`config.mk`:
```
export PLATFORM = sky130hd
export DESIGN_NAME = ttcw_ctrl
export DESIGN_NICKNAME = d
export VERILOG_FILES = /design/src/rtl/core/ttcw_pkg.sv /design/src/rtl/core/ttcw_ctrl.sv
export SDC_FILE = /design/constraint.sdc
export NUM_CORES = 1
export LEC_CHECK = 0
export BUFFER_PORTS_ARGS = -buffer_cell sky130_fd_sc_hd__buf_2
export CAP_MARGIN = 20
export CORE_AREA = 4 4 41 43
export DETAILED_ROUTE_END_ITERATION = 8
export DIE_AREA = 0 0 45 47
export SYNTH_ARGS = -nofsm -noshare
export SYNTH_HDL_FRONTEND = slang
export SYNTH_SLANG_ARGS = --single-unit
```
`constraint.sdc`:
```
create_clock -name clk -period 0.9 [get_ports clk]
set_input_delay 0.045 -clock clk [delete_from_list [all_inputs] [get_ports clk]]
set_output_delay 0.045 -clock clk [all_outputs]
set_load 0.005 [all_outputs]
```
`src/rtl/core/ttcw_pkg.sv`:
```
package ttcw_pkg;

    localparam int IN_W  = 24;
    localparam int OUT_W = 24;

    localparam logic [7:0] CH_FF    = 8'h0C;
    localparam logic [7:0] CH_LF    = 8'h0A;
    localparam logic [7:0] CH_CR    = 8'h0D;
    localparam logic [7:0] CH_BS    = 8'h08;
    localparam logic [7:0] CH_SPACE = 8'h20;

    typedef enum logic [2:0] {
        S_IDLE,
        S_PREP,
        S_DISPATCH,
        S_BLANK,
        S_EXEC,
        S_OUT
    } ttcw_state_t;

    typedef struct packed {
        logic load;
        logic prep;
        logic rd;
        logic blank_wr;
        logic exec;
        logic out_load;
    } ttcw_cmd_t;

    typedef struct packed {
        logic is_read;
        logic is_plain;
        logic row_hit;
        logic blank_last;
        logic out_free;
    } ttcw_status_t;

endpackage

```
`src/rtl/core/ttcw_ctrl.sv`:
```
module ttcw_ctrl (
    input  logic                    clk,
    input  logic                    rst_n,
    input  logic                    in_valid,
    output logic                    in_ready,
    input  ttcw_pkg::ttcw_status_t  status,
    output ttcw_pkg::ttcw_cmd_t     cmd
);
    import ttcw_pkg::*;

    ttcw_state_t state_reg;
    ttcw_state_t state_next;

    always_ff @(posedge clk or negedge rst_n)
    begin
        if (!rst_n)
        begin
            state_reg <= S_IDLE;
        end
        else
        begin
            state_reg <= state_next;
        end
    end

    always_comb
    begin
        state_next = state_reg;
        cmd        = '0;
        in_ready   = 1'b0;
        unique case (state_reg)
            S_IDLE:
            begin
                in_ready = 1'b1;
                if (in_valid)
                begin
                    cmd.load   = 1'b1;
                    state_next = S_PREP;
                end
            end
            S_PREP:
            begin
                cmd.prep   = 1'b1;
                state_next = S_DISPATCH;
            end
            S_DISPATCH:
            begin
                if (status.is_read)
                begin
                    cmd.rd     = 1'b1;
                    state_next = S_OUT;
                end
                else if (status.is_plain && !status.row_hit)
                begin
                    state_next = S_BLANK;
                end
                else
                begin
                    state_next = S_EXEC;
                end
            end
            S_BLANK:
            begin
                cmd.blank_wr = 1'b1;
                if (status.blank_last)
                begin
                    state_next = S_EXEC;
                end
            end
            S_EXEC:
            begin
                cmd.exec   = 1'b1;
                state_next = S_OUT;
            end
            S_OUT:
            begin
                if (status.out_free)
                begin
                    cmd.out_load = 1'b1;
                    state_next   = S_IDLE;
                end
            end
            default:
            begin
                state_next = S_IDLE;
            end
        endcase
    end

endmodule

```
==> impl_metrics.toml <==
[layout]
fillerInstances = 135
drive_gt1_share_pct = 75.4
fin_nets = 74
area_growth_pct = 109
largest_reg_flops = 3
antennaDiodeCount = 0
design_area_um2 = 622
fin_cells = 80

[flow_run]
drv_cap = 0

[floorplan]
dieArea_mm2 = 0.00212
die-width_um = 45
die_y_um = 47
start_util_pct = 22.9
rows = 13
pin_count = 15
fp.coreArea_mm2 = 0.00130

[place]
place_inst = 64
place_ws_ns = -0.184
port_buffers = 14
dp_hpwl_um = 595
placed_area_um2 = 398
place_congestion = 0.707

[drt]
num_vias = 355
drc = 0
avgViaCountPerCell = 4.44
detail_route.wl_per_cell_um = 12.8
antenna_left = 0
drtIter0Drc = 3
first_pass_iters = 2
routed_wl_um = 1030

[synth]
netlist_instances = 32
synth_area_um2 = 298
synth_fp_nets = 40
ys_types = 21
yosysTopAreaCell = "dfrtp_1"
syn_area_per_cell_um2 = 9.31
ys_ff_latch = 3
ys_seq_area_share_pct = 25.2
yosysTopAreaCellShare_pct = 25.2
synth_warnings = 0
synth_area_leaders = "dfrtp_1 (25%), buf_6 (11%), nand2b_1 (8.4%)"

[setup_path]
rrSetupSlack_ns = -0.29
crit_required_ns = 0.85
crit_path_start = "state_reg[0]"
cp.arrival_ns = 1.21
timing.rr.start = "state_reg[0]"
worstSetupPathType = "reg -> out"
setup.worst_path.end_class = "primary output"
cp-start-kind = "flip-flop"
path_max_fanout = 3

[clock_network]
cts_buffer_depth = 2
cts_num_sinks = 3
clock_tree.htree_level_count = 1
cts_buffers = 3
cts_tree = "yes"
clkTransAtPathRegs_ns = 0.04
clk_latency_ns = 0.23
cts_root_buf = "clkbuf_4"

[sta]
fin_setup_tns_ns = -2.85
post-route-min-period_ns = 1.26
maxSlewViolCount = 0
postLayoutSetupSlackWorst_ns = -0.359
final-hold-violation-count = 0
fin_crit_sh_pct = 140
rsz0062_at_grt = "yes"
final-setup-viol-count = 10
fmax_ghz = 0.794
slew_headroom_pct = 85.1
fin_skew_ns = 0.00206
hold_ws_ns = 0.143
worstMarginPinSlew_ns = 0.223

[power_and_ir_drop]
leakagePower_nw = 0.289
peakVddDrop_v = 0.00160
powerDensity_mw_per_mm2 = 3400

[global_routing]
antenna_found_initial = 0
grt_pass1_vias = 359
use_met2_pct = 16.9
met1_usage_pct = 9.79
grt_pass1_wl_um = 1420
busiest_layer = "met2"
gr-usage-met3_pct = 3.83
grt_max_degree = 9
grt-ovfl-total = 0
track_usage_pct = 9.41

[min_path]
min_path_type = "in -> async"

[run_status]
violations = "setup timing"
status = "finished with violations"
-- power breakdown --
part	switching [mW]	internal, mW
clock	0.0693	0.166
combinational	0.634	0.912
sequential	0.122	0.209
total	0.825	1.29
-- worst paths after layout --
check | end | depth (start not counted)
hold / removal | state_reg[2] | 2
hold reg to reg | state_reg[0] | 2
min in group clk | state_reg[0] | 4
setup / recovery | cmd[3] | 3
setup reg to reg | state_reg[2] | 4
max in group asynchronous | state_reg[1] | 2
-- logic make-up after synthesis --
family                 synth area share [%]
DFF                                    25.2
AOI/OAI and AO/OA                      15.5
buffers and inverters                  12.6
and+or+nand+nor                        46.6
-- metal layers --
metal  wire length (µm)  share of wire [%]
met5                  0                  0
met4                  0                  0
met3                 42                4.1
met2                614                 60
met1                369                 36
-- stage by stage --
step / total power, mW / utilization [%]
final: 2.11 / 47.8
after global routing: 2.27 / 47.8
after CTS: 1.79 / 42.3
after detailed placement: 1.12 / 30.6
after global placement: 1.09 / 30.6
after floorplan: 0.858 / -
-- worst max-delay path, stage by stage (launching register included) --
cell and delay [ns]:
dfrtp_1 0.41, buf_6 0.15, nor4bb_4 0.27, buf_2 0.15
-- cells in the final DEF, fill, tap and decap left out, drive strengths merged --
master       netlist  layout
a21oi              3       3
a22oi              1       1
and2               1       1
buf                3      31
clkbuf             0       4
dfrtp              3       3
dlygate4sd3        0       1
inv                1       1
nand2              2       2
nand2b             4       4
nor2               3       3
nor3               2       2
nor3b              2       2
nor4               1       1
nor4b              1       1
nor4bb             1       1
o21a               1       1
o21ai              1       1
o31ai              1       1
or2b               1       1
-- cell usage after synthesis --
library cell / count
buf_6: 3
or2b_1: 1
nor4_4: 1
nor3b_2: 1
nand2b_1: 4
nor4bb_1: 1
nand2_1: 2
a21oi_2: 1
a22oi_1: 1
and2_1: 1
nor3_2: 1
o21a_1: 1
nor4b_2: 1
nor3_1: 1
o31ai_1: 1
o21ai_1: 1
nor3b_1: 1
inv_2: 1
a21oi_1: 2
dfrtp_1: 3
nor2_1: 3
-- timing repair --
item | 4_1_cts | 5_1_grt
hold buffers | 1 | 0
endpoints found under the setup margin | 10 | 10
resized for setup | 13 | 9
pin swaps | 8 | 8
buffers inserted | 7 | 4
endpoints found under the hold margin | 3 | 0
-- area by class of cell --
class / instances / area (µm²) / share of cell area [%]
multi-input cells: 25 / 258 / 41.4
well taps: 15 / 18.8 / 3.02
flip-flops and latches: 3 / 77.6 / 12.5
clock buffers: 4 / 26.3 / 4.23
repair buffers: 32 / 238 / 38.2
inverters: 1 / 3.75 / 0.604
Power figures use the tool's default switching activity.
